### src/hdl/spfc_pkg.sv
// Shared types and constants for the switch panel frame controller.
`default_nettype none

package spfc_pkg;

    localparam int FRAME_LEN = 10;
    localparam int CNT_W     = $clog2(FRAME_LEN + 1);
    localparam int HDR_LEN   = 4;
    localparam int CMD_POS   = 4;
    localparam int DATA_POS  = 5;
    localparam int DATA_LEN  = 4;
    localparam int REPLY_LEN = 5;
    localparam int REPLY_W   = $clog2(REPLY_LEN);
    localparam int SW_W      = 4;
    localparam int COLOR_W   = 24;

    localparam logic [7:0] HDR_A      = 8'hCC;
    localparam logic [7:0] HDR_B      = 8'hAA;
    localparam logic [7:0] REPLY_TAIL = 8'h00;
    localparam logic [7:0] SW_ON      = 8'h01;
    localparam logic [7:0] SW_OFF     = 8'h00;

    localparam logic [COLOR_W-1:0] ON_COLOR_RST  = 24'hFFA500;
    localparam logic [COLOR_W-1:0] OFF_COLOR_RST = 24'h0000FF;

    typedef enum logic [1:0] {
        CMD_BYTE    = 2'd0,
        CMD_BUTTON  = 2'd1,
        CMD_TIMEOUT = 2'd2,
        CMD_NONE    = 2'd3
    } in_cmd_t;

    typedef enum logic [7:0] {
        FCMD_SWITCH    = 8'h01,
        FCMD_ON_COLOR  = 8'h02,
        FCMD_OFF_COLOR = 8'h03
    } frame_cmd_t;

    typedef enum logic [2:0] {
        OP_BUTTON,
        OP_SWITCH,
        OP_ON_COLOR,
        OP_OFF_COLOR,
        OP_REPLY_ONLY
    } job_op_t;

    typedef enum logic {
        BK_IDLE,
        BK_REPLY
    } back_state_t;

    typedef enum logic [REPLY_W-1:0] {
        RPL_XOR   = 3'd0,
        RPL_CHECK = 3'd1,
        RPL_HDR_A = 3'd2,
        RPL_HDR_B = 3'd3,
        RPL_TAIL  = 3'd4
    } reply_idx_t;

    typedef struct packed {
        logic [1:0] cmd;
        logic [7:0] rx_byte;
        logic [3:0] buttons;
    } item_t;

    typedef struct packed {
        logic               kind;
        logic [7:0]         reply_byte;
        logic               reply_last;
        logic [SW_W-1:0]    switches;
        logic [COLOR_W-1:0] on_duty;
        logic [COLOR_W-1:0] off_duty;
    } result_t;

    // Byte 5 sits in the top byte of data, byte 8 in the bottom one.
    typedef struct packed {
        job_op_t                 op;
        logic [3:0]              buttons;
        logic [8*DATA_LEN-1:0]   data;
        logic [7:0]              x;
        logic [7:0]              check;
    } job_t;

endpackage

`default_nettype wire

### src/hdl/switch_panel_frame_controller.sv
// Top level of the switch panel frame controller.
//
//  Channel   Direction  Handshake              Word
//  input     in         push / full            item   (cmd, rx_byte, buttons)
//  result    out        pop / empty            result (kind, reply_byte, reply_last,
//                                                      switches, on_duty, off_duty)
//
// One input word is taken per cycle while full is low; the front end keeps a
// running XOR and byte count, so a frame is checked on its last byte or on a timeout.
// A button word gives its status word through the job and result queues; a frame
// with a good header is applied by the back end and then answered with 5 reply bytes.
// The job queue absorbs frame bursts; full rises only when it fills.
// Reset clears the frame, switches and press latch and loads the default colours.
`default_nettype none

module switch_panel_frame_controller #(
    parameter int CHANNELS  = 4,
    parameter int JOB_DEPTH = 4,
    parameter int RES_DEPTH = 2
) (
    input  wire               clk,
    input  wire               rst_n,
    input  wire               push,
    input  spfc_pkg::item_t   item,
    output logic              full,
    input  wire               pop,
    output spfc_pkg::result_t result,
    output logic              empty
);

    spfc_pkg::job_t    job_in, job_out;
    spfc_pkg::result_t res_in;
    logic              job_push, job_full, job_pop, job_empty;
    logic              res_push, res_full;

    spfc_front u_front (
        .clk      (clk),
        .rst_n    (rst_n),
        .push     (push),
        .item     (item),
        .full     (full),
        .job_push (job_push),
        .job      (job_in),
        .job_full (job_full)
    );

    spfc_fifo #(
        .ELEM_T (spfc_pkg::job_t),
        .DEPTH  (JOB_DEPTH)
    ) u_job_q (
        .clk   (clk),
        .rst_n (rst_n),
        .push  (job_push),
        .wdata (job_in),
        .full  (job_full),
        .pop   (job_pop),
        .rdata (job_out),
        .empty (job_empty)
    );

    spfc_back #(
        .CHANNELS (CHANNELS)
    ) u_back (
        .clk       (clk),
        .rst_n     (rst_n),
        .job       (job_out),
        .job_empty (job_empty),
        .job_pop   (job_pop),
        .res_push  (res_push),
        .res       (res_in),
        .res_full  (res_full)
    );

    spfc_fifo #(
        .ELEM_T (spfc_pkg::result_t),
        .DEPTH  (RES_DEPTH)
    ) u_res_q (
        .clk   (clk),
        .rst_n (rst_n),
        .push  (res_push),
        .wdata (res_in),
        .full  (res_full),
        .pop   (pop),
        .rdata (result),
        .empty (empty)
    );

endmodule

`default_nettype wire

### src/hdl/spfc_fifo.sv
// Small register queue used between the front, the back and the result port.
`default_nettype none

module spfc_fifo #(
    parameter type ELEM_T = logic,
    parameter int  DEPTH  = 4
) (
    input  wire   clk,
    input  wire   rst_n,
    input  wire   push,
    input  ELEM_T wdata,
    output logic  full,
    input  wire   pop,
    output ELEM_T rdata,
    output logic  empty
);

    localparam int AW = (DEPTH > 1) ? $clog2(DEPTH) : 1;
    localparam int CW = $clog2(DEPTH + 1);

    ELEM_T          mem_reg [DEPTH];
    logic [AW-1:0]  wr_ptr_reg, wr_ptr_next;
    logic [AW-1:0]  rd_ptr_reg, rd_ptr_next;
    logic [CW-1:0]  count_reg, count_next;
    logic           do_push, do_pop;

    assign full    = (count_reg == CW'(DEPTH));
    assign empty   = (count_reg == '0);
    assign do_push = push && !full;
    assign do_pop  = pop && !empty;
    assign rdata   = mem_reg[rd_ptr_reg];

    always_comb
    begin
        wr_ptr_next = wr_ptr_reg;
        rd_ptr_next = rd_ptr_reg;
        count_next  = count_reg;
        if (do_push)
        begin
            wr_ptr_next = (wr_ptr_reg == AW'(DEPTH - 1)) ? '0 : wr_ptr_reg + 1'b1;
        end
        if (do_pop)
        begin
            rd_ptr_next = (rd_ptr_reg == AW'(DEPTH - 1)) ? '0 : rd_ptr_reg + 1'b1;
        end
        if (do_push && !do_pop)
        begin
            count_next = count_reg + 1'b1;
        end
        else if (do_pop && !do_push)
        begin
            count_next = count_reg - 1'b1;
        end
    end

    always_ff @(posedge clk or negedge rst_n)
    begin
        if (!rst_n)
        begin
            wr_ptr_reg <= '0;
            rd_ptr_reg <= '0;
            count_reg  <= '0;
        end
        else
        begin
            wr_ptr_reg <= wr_ptr_next;
            rd_ptr_reg <= rd_ptr_next;
            count_reg  <= count_next;
        end
    end

    always_ff @(posedge clk)
    begin
        if (do_push)
        begin
            mem_reg[wr_ptr_reg] <= wdata;
        end
    end

endmodule

`default_nettype wire

### src/hdl/spfc_front.sv
// Front end: gathers frame bytes, checks header and check byte, issues jobs.
`default_nettype none

module spfc_front (
    input  wire             clk,
    input  wire             rst_n,
    input  wire             push,
    input  spfc_pkg::item_t item,
    output logic            full,
    output logic            job_push,
    output spfc_pkg::job_t  job,
    input  wire             job_full
);

    localparam int DW = 8 * spfc_pkg::DATA_LEN;

    logic [spfc_pkg::CNT_W-1:0] count_reg, count_next;
    logic                       hdr_reg, hdr_next;
    logic [7:0]                 xor_reg, xor_next;
    logic [7:0]                 cmd_reg, cmd_next;
    logic [DW-1:0]              data_reg, data_next;

    logic       accept;
    logic       is_byte, is_button, is_timeout;
    logic       last_byte, evaluate, hdr_ok, check_ok;
    logic [7:0] check_byte;
    logic [7:0] hdr_expect;
    int         slot;

    assign full       = job_full;
    assign accept     = push && !job_full;
    assign is_byte    = (item.cmd == spfc_pkg::CMD_BYTE);
    assign is_button  = (item.cmd == spfc_pkg::CMD_BUTTON);
    assign is_timeout = (item.cmd == spfc_pkg::CMD_TIMEOUT);
    assign last_byte  = is_byte && (count_reg == spfc_pkg::CNT_W'(spfc_pkg::FRAME_LEN - 1));
    assign evaluate   = accept && (last_byte || is_timeout);

    // Missing bytes count as zero, so a frame shorter than the header fails the header check.
    assign hdr_ok     = hdr_reg && (count_reg >= spfc_pkg::CNT_W'(spfc_pkg::HDR_LEN));
    assign check_byte = last_byte ? item.rx_byte : 8'h00;
    assign check_ok   = (check_byte == xor_reg);
    assign hdr_expect = count_reg[0] ? spfc_pkg::HDR_B : spfc_pkg::HDR_A;

    always_comb
    begin
        job.buttons = item.buttons;
        job.data    = data_reg;
        job.x       = xor_reg;
        job.check   = check_byte;
        if (is_button)
        begin
            job.op = spfc_pkg::OP_BUTTON;
        end
        else if (!check_ok)
        begin
            job.op = spfc_pkg::OP_REPLY_ONLY;
        end
        else
        begin
            unique case (cmd_reg)
                spfc_pkg::FCMD_SWITCH:    job.op = spfc_pkg::OP_SWITCH;
                spfc_pkg::FCMD_ON_COLOR:  job.op = spfc_pkg::OP_ON_COLOR;
                spfc_pkg::FCMD_OFF_COLOR: job.op = spfc_pkg::OP_OFF_COLOR;
                default:                  job.op = spfc_pkg::OP_REPLY_ONLY;
            endcase
        end
        job_push = accept && (is_button || (evaluate && hdr_ok));
    end

    always_comb
    begin
        count_next = count_reg;
        hdr_next   = hdr_reg;
        xor_next   = xor_reg;
        cmd_next   = cmd_reg;
        data_next  = data_reg;
        slot       = int'(count_reg) - spfc_pkg::DATA_POS;
        if (evaluate)
        begin
            // Drop the frame after evaluation.
            count_next = '0;
            hdr_next   = 1'b1;
            xor_next   = '0;
            cmd_next   = '0;
            data_next  = '0;
        end
        else if (accept && is_byte)
        begin
            count_next = count_reg + 1'b1;
            xor_next   = xor_reg ^ item.rx_byte;
            if (count_reg < spfc_pkg::CNT_W'(spfc_pkg::HDR_LEN))
            begin
                hdr_next = hdr_reg && (item.rx_byte == hdr_expect);
            end
            if (count_reg == spfc_pkg::CNT_W'(spfc_pkg::CMD_POS))
            begin
                cmd_next = item.rx_byte;
            end
            for (int i = 0; i < spfc_pkg::DATA_LEN; i++)
            begin
                if (slot == i)
                begin
                    data_next[DW-1-8*i -: 8] = item.rx_byte;
                end
            end
        end
    end

    always_ff @(posedge clk or negedge rst_n)
    begin
        if (!rst_n)
        begin
            count_reg <= '0;
            hdr_reg   <= 1'b1;
            xor_reg   <= '0;
            cmd_reg   <= '0;
            data_reg  <= '0;
        end
        else
        begin
            count_reg <= count_next;
            hdr_reg   <= hdr_next;
            xor_reg   <= xor_next;
            cmd_reg   <= cmd_next;
            data_reg  <= data_next;
        end
    end

endmodule

`default_nettype wire

### src/hdl/spfc_back.sv
// Back end: owns switch and colour state, executes jobs, emits result words.
`default_nettype none

module spfc_back #(
    parameter int CHANNELS = 4
) (
    input  wire               clk,
    input  wire               rst_n,
    input  spfc_pkg::job_t    job,
    input  wire               job_empty,
    output logic              job_pop,
    output logic              res_push,
    output spfc_pkg::result_t res,
    input  wire               res_full
);

    localparam int SW_W  = spfc_pkg::SW_W;
    localparam int LIVE  = (CHANNELS < SW_W) ? CHANNELS : SW_W;
    localparam int DW    = 8 * spfc_pkg::DATA_LEN;
    localparam logic [SW_W-1:0] CH_MASK = SW_W'((1 << LIVE) - 1);

    spfc_pkg::back_state_t        state_reg, state_next;
    logic [spfc_pkg::REPLY_W-1:0] idx_reg, idx_next;
    logic [SW_W-1:0]              sw_reg, latch_reg;
    logic [spfc_pkg::COLOR_W-1:0] on_reg, off_reg;
    logic [7:0]                   x_reg, check_reg;

    logic                         job_is_button;
    logic                         apply;
    logic                         reply_done;
    logic [SW_W-1:0]              sw_btn, latch_btn, sw_cmd;
    logic [SW_W-1:0]              sw_out;
    logic [7:0]                   reply_byte;

    assign job_is_button = (job.op == spfc_pkg::OP_BUTTON);
    assign reply_done    = (idx_reg == spfc_pkg::REPLY_W'(spfc_pkg::RPL_TAIL));

    // Toggle on a press edge, track levels in the latch.
    assign sw_btn    = (sw_reg ^ (job.buttons & ~latch_reg)) & CH_MASK;
    assign latch_btn = job.buttons & CH_MASK;

    always_comb
    begin
        sw_cmd = sw_reg;
        for (int i = 0; i < LIVE; i++)
        begin
            if (job.data[DW-1-8*i -: 8] == spfc_pkg::SW_ON)
            begin
                sw_cmd[i] = 1'b1;
            end
            else if (job.data[DW-1-8*i -: 8] == spfc_pkg::SW_OFF)
            begin
                sw_cmd[i] = 1'b0;
            end
        end
    end

    // Next state
    always_comb
    begin
        state_next = state_reg;
        unique case (state_reg)
            spfc_pkg::BK_IDLE:
            begin
                if (!job_empty && !job_is_button)
                begin
                    state_next = spfc_pkg::BK_REPLY;
                end
            end
            spfc_pkg::BK_REPLY:
            begin
                if (!res_full && reply_done)
                begin
                    state_next = spfc_pkg::BK_IDLE;
                end
            end
            default: state_next = spfc_pkg::BK_IDLE;
        endcase
    end

    // Outputs
    always_comb
    begin
        job_pop  = 1'b0;
        res_push = 1'b0;
        apply    = 1'b0;
        sw_out   = sw_reg;
        unique case (state_reg)
            spfc_pkg::BK_IDLE:
            begin
                if (!job_empty)
                begin
                    if (job_is_button)
                    begin
                        job_pop  = !res_full;
                        res_push = !res_full;
                        sw_out   = sw_btn;
                    end
                    else
                    begin
                        job_pop = 1'b1;
                        apply   = 1'b1;
                    end
                end
            end
            spfc_pkg::BK_REPLY:
            begin
                res_push = !res_full;
            end
            default:
            begin
                res_push = 1'b0;
            end
        endcase
    end

    always_comb
    begin
        unique case (idx_reg)
            spfc_pkg::RPL_XOR:   reply_byte = x_reg;
            spfc_pkg::RPL_CHECK: reply_byte = check_reg;
            spfc_pkg::RPL_HDR_A: reply_byte = spfc_pkg::HDR_A;
            spfc_pkg::RPL_HDR_B: reply_byte = spfc_pkg::HDR_B;
            spfc_pkg::RPL_TAIL:  reply_byte = spfc_pkg::REPLY_TAIL;
            default:             reply_byte = spfc_pkg::REPLY_TAIL;
        endcase
    end

    always_comb
    begin
        res.kind       = (state_reg == spfc_pkg::BK_IDLE);
        res.reply_byte = (state_reg == spfc_pkg::BK_IDLE) ? 8'h00 : reply_byte;
        res.reply_last = (state_reg == spfc_pkg::BK_REPLY) && reply_done;
        res.switches   = sw_out;
        res.on_duty    = ~on_reg;
        res.off_duty   = ~off_reg;
    end

    always_comb
    begin
        idx_next = idx_reg;
        if (apply)
        begin
            idx_next = '0;
        end
        else if (state_reg == spfc_pkg::BK_REPLY && res_push)
        begin
            idx_next = idx_reg + 1'b1;
        end
    end

    always_ff @(posedge clk or negedge rst_n)
    begin
        if (!rst_n)
        begin
            state_reg <= spfc_pkg::BK_IDLE;
            idx_reg   <= '0;
            sw_reg    <= '0;
            latch_reg <= '0;
            on_reg    <= spfc_pkg::ON_COLOR_RST;
            off_reg   <= spfc_pkg::OFF_COLOR_RST;
        end
        else
        begin
            state_reg <= state_next;
            idx_reg   <= idx_next;
            if (job_pop && job_is_button)
            begin
                sw_reg    <= sw_btn;
                latch_reg <= latch_btn;
            end
            if (apply)
            begin
                unique case (job.op)
                    spfc_pkg::OP_SWITCH:    sw_reg  <= sw_cmd;
                    spfc_pkg::OP_ON_COLOR:  on_reg  <= job.data[DW-1 -: spfc_pkg::COLOR_W];
                    spfc_pkg::OP_OFF_COLOR: off_reg <= job.data[DW-1 -: spfc_pkg::COLOR_W];
                    default:                sw_reg  <= sw_reg;
                endcase
            end
        end
    end

    always_ff @(posedge clk)
    begin
        if (apply)
        begin
            x_reg     <= job.x;
            check_reg <= job.check;
        end
    end

    a_push_room: assert property (@(posedge clk) disable iff (!rst_n)
        res_push |-> !res_full)
        else $error("result word pushed into a full queue");

    a_pop_valid: assert property (@(posedge clk) disable iff (!rst_n)
        job_pop |-> !job_empty)
        else $error("job taken from an empty queue");

    a_reply_end: assert property (@(posedge clk) disable iff (!rst_n)
        (res_push && res.reply_last) |=> (state_reg == spfc_pkg::BK_IDLE))
        else $error("reply did not end after its last byte");

    a_reply_start: assert property (@(posedge clk) disable iff (!rst_n)
        apply |=> (state_reg == spfc_pkg::BK_REPLY && idx_reg == '0))
        else $error("reply did not start at its first byte");

endmodule

`default_nettype wire

### config.mk
export PLATFORM = sky130hd
export DESIGN_NAME = switch_panel_frame_controller
export DESIGN_NICKNAME = d
export VERILOG_FILES = /design/src/hdl/spfc_pkg.sv /design/src/hdl/switch_panel_frame_controller.sv /design/src/hdl/spfc_fifo.sv /design/src/hdl/spfc_front.sv /design/src/hdl/spfc_back.sv
export SDC_FILE = /design/constraint.sdc
export NUM_CORES = 1
export LEC_CHECK = 0
export BUFFER_PORTS_ARGS = -buffer_cell sky130_fd_sc_hd__buf_2
export CAP_MARGIN = 20
export CELL_PAD_IN_SITES_DETAIL_PLACEMENT = 0
export CELL_PAD_IN_SITES_GLOBAL_PLACEMENT = 1
export CORE_MARGIN = 4
export CORE_UTILIZATION = 53
export CTS_CLUSTER_SIZE = 20
export DETAILED_ROUTE_END_ITERATION = 8
export GPL_TIMING_DRIVEN = 0
export PLACE_DENSITY_LB_ADDON = 0.1
export SLEW_MARGIN = 20
export SYNTH_ARGS = -nofsm -noshare
export SYNTH_HDL_FRONTEND = slang
export SYNTH_HIERARCHICAL = 1
export SYNTH_SLANG_ARGS = --single-unit
export TNS_END_PERCENT = 20
### constraint.sdc
create_clock -name clk -period 6.6 [get_ports clk]
set_input_delay 0 -clock clk [delete_from_list [all_inputs] [get_ports clk]]
set_output_delay 0 -clock clk [all_outputs]
set_load 0.01 [all_outputs]
==> results.md <==
- The total half-perimeter wirelength after legalization and detailed placement is ~24,000 um.
- The path with the worst hold slack has its endpoint at u_front/data_reg[10].
- The power density over the cells is between 400 and 500 mW/mm^2.
- Wires add up to roughly 38,000 um.
- The largest total area in the synthesized netlist belongs to edfxtp_1.
- After synthesis the netlist holds a flip-flop and latch count of roughly 480.
- In this run the worst hold path is classified as in -> reg.
- The initial antenna violation count is 0.
- The final-report hold violation count was 0.
- The worst setup path is captured at a flop.
- The critical path data required time is just over 7000 ps.
- The number of buffer and inverter stages on the critical path is 4.
- The clock period could shrink to around 3600 ps.
- The net count of the finished layout is 1,288.
- Of the post-synthesis cell area, the dominant cell type holds 0.547.
- The H-tree generated during clock tree synthesis spans 2 levels.
- Among all stages on the critical path, the largest delay is contributed by nor3_2.
- When the netlist entered floorplanning its net count stood at ~1.1k.
- The synthesized instance count is 1,102.
- No sink is reached through more buffers than the 3 on the longest clock path.
- After floorplanning, the core was sized to cover around 0.037 mm^2.
- Summing every instance area after synthesis gives 0.0198 mm^2.
- The floorplan row count is 70.
- Averaged over all synthesized cells, the footprint is 17.9 um^2.
- The worst register-to-register path begins at u_job_q/rd_ptr_reg[1].
- The run finished with clean final reports.
- The die is 201 um tall.
- The standby leakage power is approximately 9 nW.
- Setup repair after global routing left no endpoint under its margin.
- For this run, the leading register cell type out of synthesis is edfxtp_1.
- In the finished design, the share of the clock period the worst path needs comes to 0.551.
- The reg-to-reg endpoint is u_job_q/count_reg[2].
- The number of input and output port buffers inserted is 77.
- The final max-slew violation count is 0.
- The worst relative slew slack is 0.371.
- The total congestion overflow after global routing is 0.
- The number of hold buffers added after cts is 11.
- The placer congestion estimate is 0.762.
- For this run, the share of the core covered by cells in the final layout is 0.617.
- Yosys instantiated no cell more often than edfxtp_1.
- The share of synthesized flip-flops with an asynchronous set or reset is 0.256.
- The first global-routing pass estimated a little under 60,000 um of wire.
- The flip-flop count of the largest register after layout is between 200 and 250.
- Counting instances, the worst hold path has a depth of 4.
- The repair_antennas step left the layout with diodes totalling 0.
- After the first detailed-routing iteration, the DRC count stood at 497.
- Including well taps, the total number of placed cells is 1,657.
- The root buffer cell is clkbuf_16.
- Yosys mapped a number of flops with a built-in enable equal to 360.
- The portion of the post-synthesis area used by sequential elements is 0.705.
- The top fanout value on the critical path is 10.
- The clock tree skew after final layout is 12.1 ps.
- The number of global-route vias before repair was about 10k.
- The CTS tree is done.
- The critical path's most frequent cell is buf_2.
- Counting cells, the worst reg-to-reg path comes to 13.
- At the worst endpoint, the arrival time is approximately 4100 ps.
- The number of maximum-capacitance constraint violations is 0.
- The antenna violation net count after detailed routing is 0.
- The count of placed standard cells in the final layout, fillers left out is 1,756.
- The unique cell type count in the Yosys netlist is 69.
- The largest net degree at the start of global routing is 88.
- The number of remaining DRC errors is 0.
- The number of buffers inserted during clock tree synthesis is roughly 50.
- Setup violations remaining at the end of the flow were counted as 0.
- The class of the most critical setup path is reg -> reg.
- The TritonCTS sink count is 484.
- For this configuration, the core starts out at a cell density of 0.539.
- The routed layout has approximately 9.7k vias.
- Before antenna repair, the detailed router went through 5 iterations.
- Across all register-to-register paths, the minimum setup slack is ~3000 ps.
- The overall routing resource usage is 0.189.
- The launch instance of the worst min-delay path is item[6].
- The via density per instance is 5.50.
- In the post-synthesis netlist, the biggest area contributors are edfxtp_1 (55%), dfrtp_1 (13%), mux4_2 (6.3%), mux2_4 (4.6%), mux2_2 (3.0%).
- The longest individual stage delay on the worst path is roughly 490 ps.
- The clock insertion delay at the later pin of the skew report is approximately 560 ps.
- For the pin with the worst max-slew slack, the measured transition is roughly 940 ps.
- The critical path runs through a total of 13 cells.
- Of the cells placed in the final design, the portion with a size suffix greater than 1 is 0.324.
- From synthesis to final layout, the design area changed by 14.4%.
- The overall die width is roughly 200 um.
- The average routed wire per standard cell is 21.4 um.
- The type of element launching the critical path is a flop.
- 82 I/O pins were placed.
- The post-CTS repair timing setup buffer count is 0.
- Derived from the worst setup path, the maximum achievable clock frequency is between 200 and 300 MHz.
- Tracing the worst setup path back leads to its startpoint at u_job_q/rd_ptr_reg[1].
- By count the netlist is led by edfxtp_1 (360), dfrtp_1 (103), nor2_1 (79).
- The post-cts gate resize count is 0.
- The clock transition at the registers of the reported paths is 60 ps.
- The Yosys warning count is 6.
- The signal on the critical path passes through buf_2 > buf_2 > mux4_2 > buf_2 > nor3_2 > a21oi_1 > o31ai_4 > ha_1 > inv_1 > fa_1 > xor2_1 > nor2_1 > xor2_1.
- The area enclosed by the die boundary is about 0.04 mm^2.
- The maximum vdd ir drop is around 0.27 mV.
- In this design, the largest share of critical-path delay is due to buffers and inverters.
[kinds of logic (layout without fill, tap and decap cells)]
family,after synthesis,after routing,synth area share
AND/OR/NAND/NOR,190,190,0.0545
XOR/XNOR,27,27,0.0120
buffers and inverters,114,300,0.0320
AO/OA/AOI/OAI,56,56,0.0231
flip-flops,484,484,0.705
adder cells (fa/ha/maj),19,19,0.0124
multiplexers,212,212,0.161
[report_power, final]
part,total [mW],switching (mW),internal [mW]
registers,4.66,0.345,4.32
clock network,2.53,1.07,1.46
logic,3.25,1.70,1.54
[layout make-up]
class / instances / area, um^2
clock buffers: 70 / 1360
clock inverters: 18 / 115
plain buffers: 48 / 385
repair buffers: 98 / 768
multi-input cells: 504 / 5230
well taps: 468 / 586
flip-flops and latches: 484 / 13900
inverters: 66 / 248
fillers: 2668 / 14100
[cell usage in the layout (no fill, tap or decap), drive strengths merged, types with 26 or more instances in the layout]
cell type,instances
edfxtp,360
buf,126
mux2,116
dfrtp,103
nor2,81
clkbuf,80
inv,66
mux4,55
mux2i,41
nand2,26
[through the flow]
step | instance area (um^2) | hold slack [ps] | setup TNS (ps) | setup WS, ps | total power, mW
after detailed placement | 21000 | -101 | 0 | 2950 | 8.03
after global placement | 20700 | 218 | -34220 | -402 | 7.90
after floorplan | 19800 | -296 | 0 | 1480 | 6.95
final | 22600 | 56.9 | 0 | 2960 | 10.4
after CTS | 22600 | 27.7 | 0 | 2930 | 10.6
after global routing | 22600 | 57.1 | 0 | 2720 | 11.0
[how the worst max path moves through the flow]
| stage | end | slack [ps] |
|---|---|---|
| floorplan | u_res_q/mem_reg[0][0] | 1480 |
| global placement | u_res_q/mem_reg[0][27] | -400 |
| detailed placement | u_job_q/count_reg[2] | 2950 |
| CTS | u_job_q/count_reg[2] | 2930 |
| global route | u_res_q/mem_reg[0][13] | 2720 |
| finish | u_job_q/count_reg[2] | 2960 |
[worst reg2reg max path, stage by stage (launching register included)]
cell and delay [ps]:
dfrtp_1 360, buf_2 280, buf_2 340, mux4_2 350, buf_2 190, nor3_2 490
a21oi_1 290, o31ai_4 150, ha_1 240, inv_1 60, fa_1 370, xor2_1 170
nor2_1 110, xor2_1 150
[per-layer routing]
metal  wire, um  track usage
met1      16700        0.263
met3       1920       0.0372
met5          0            0
met2      18300        0.310
met4        699       0.0494
(Power assumes the default switching activity.)
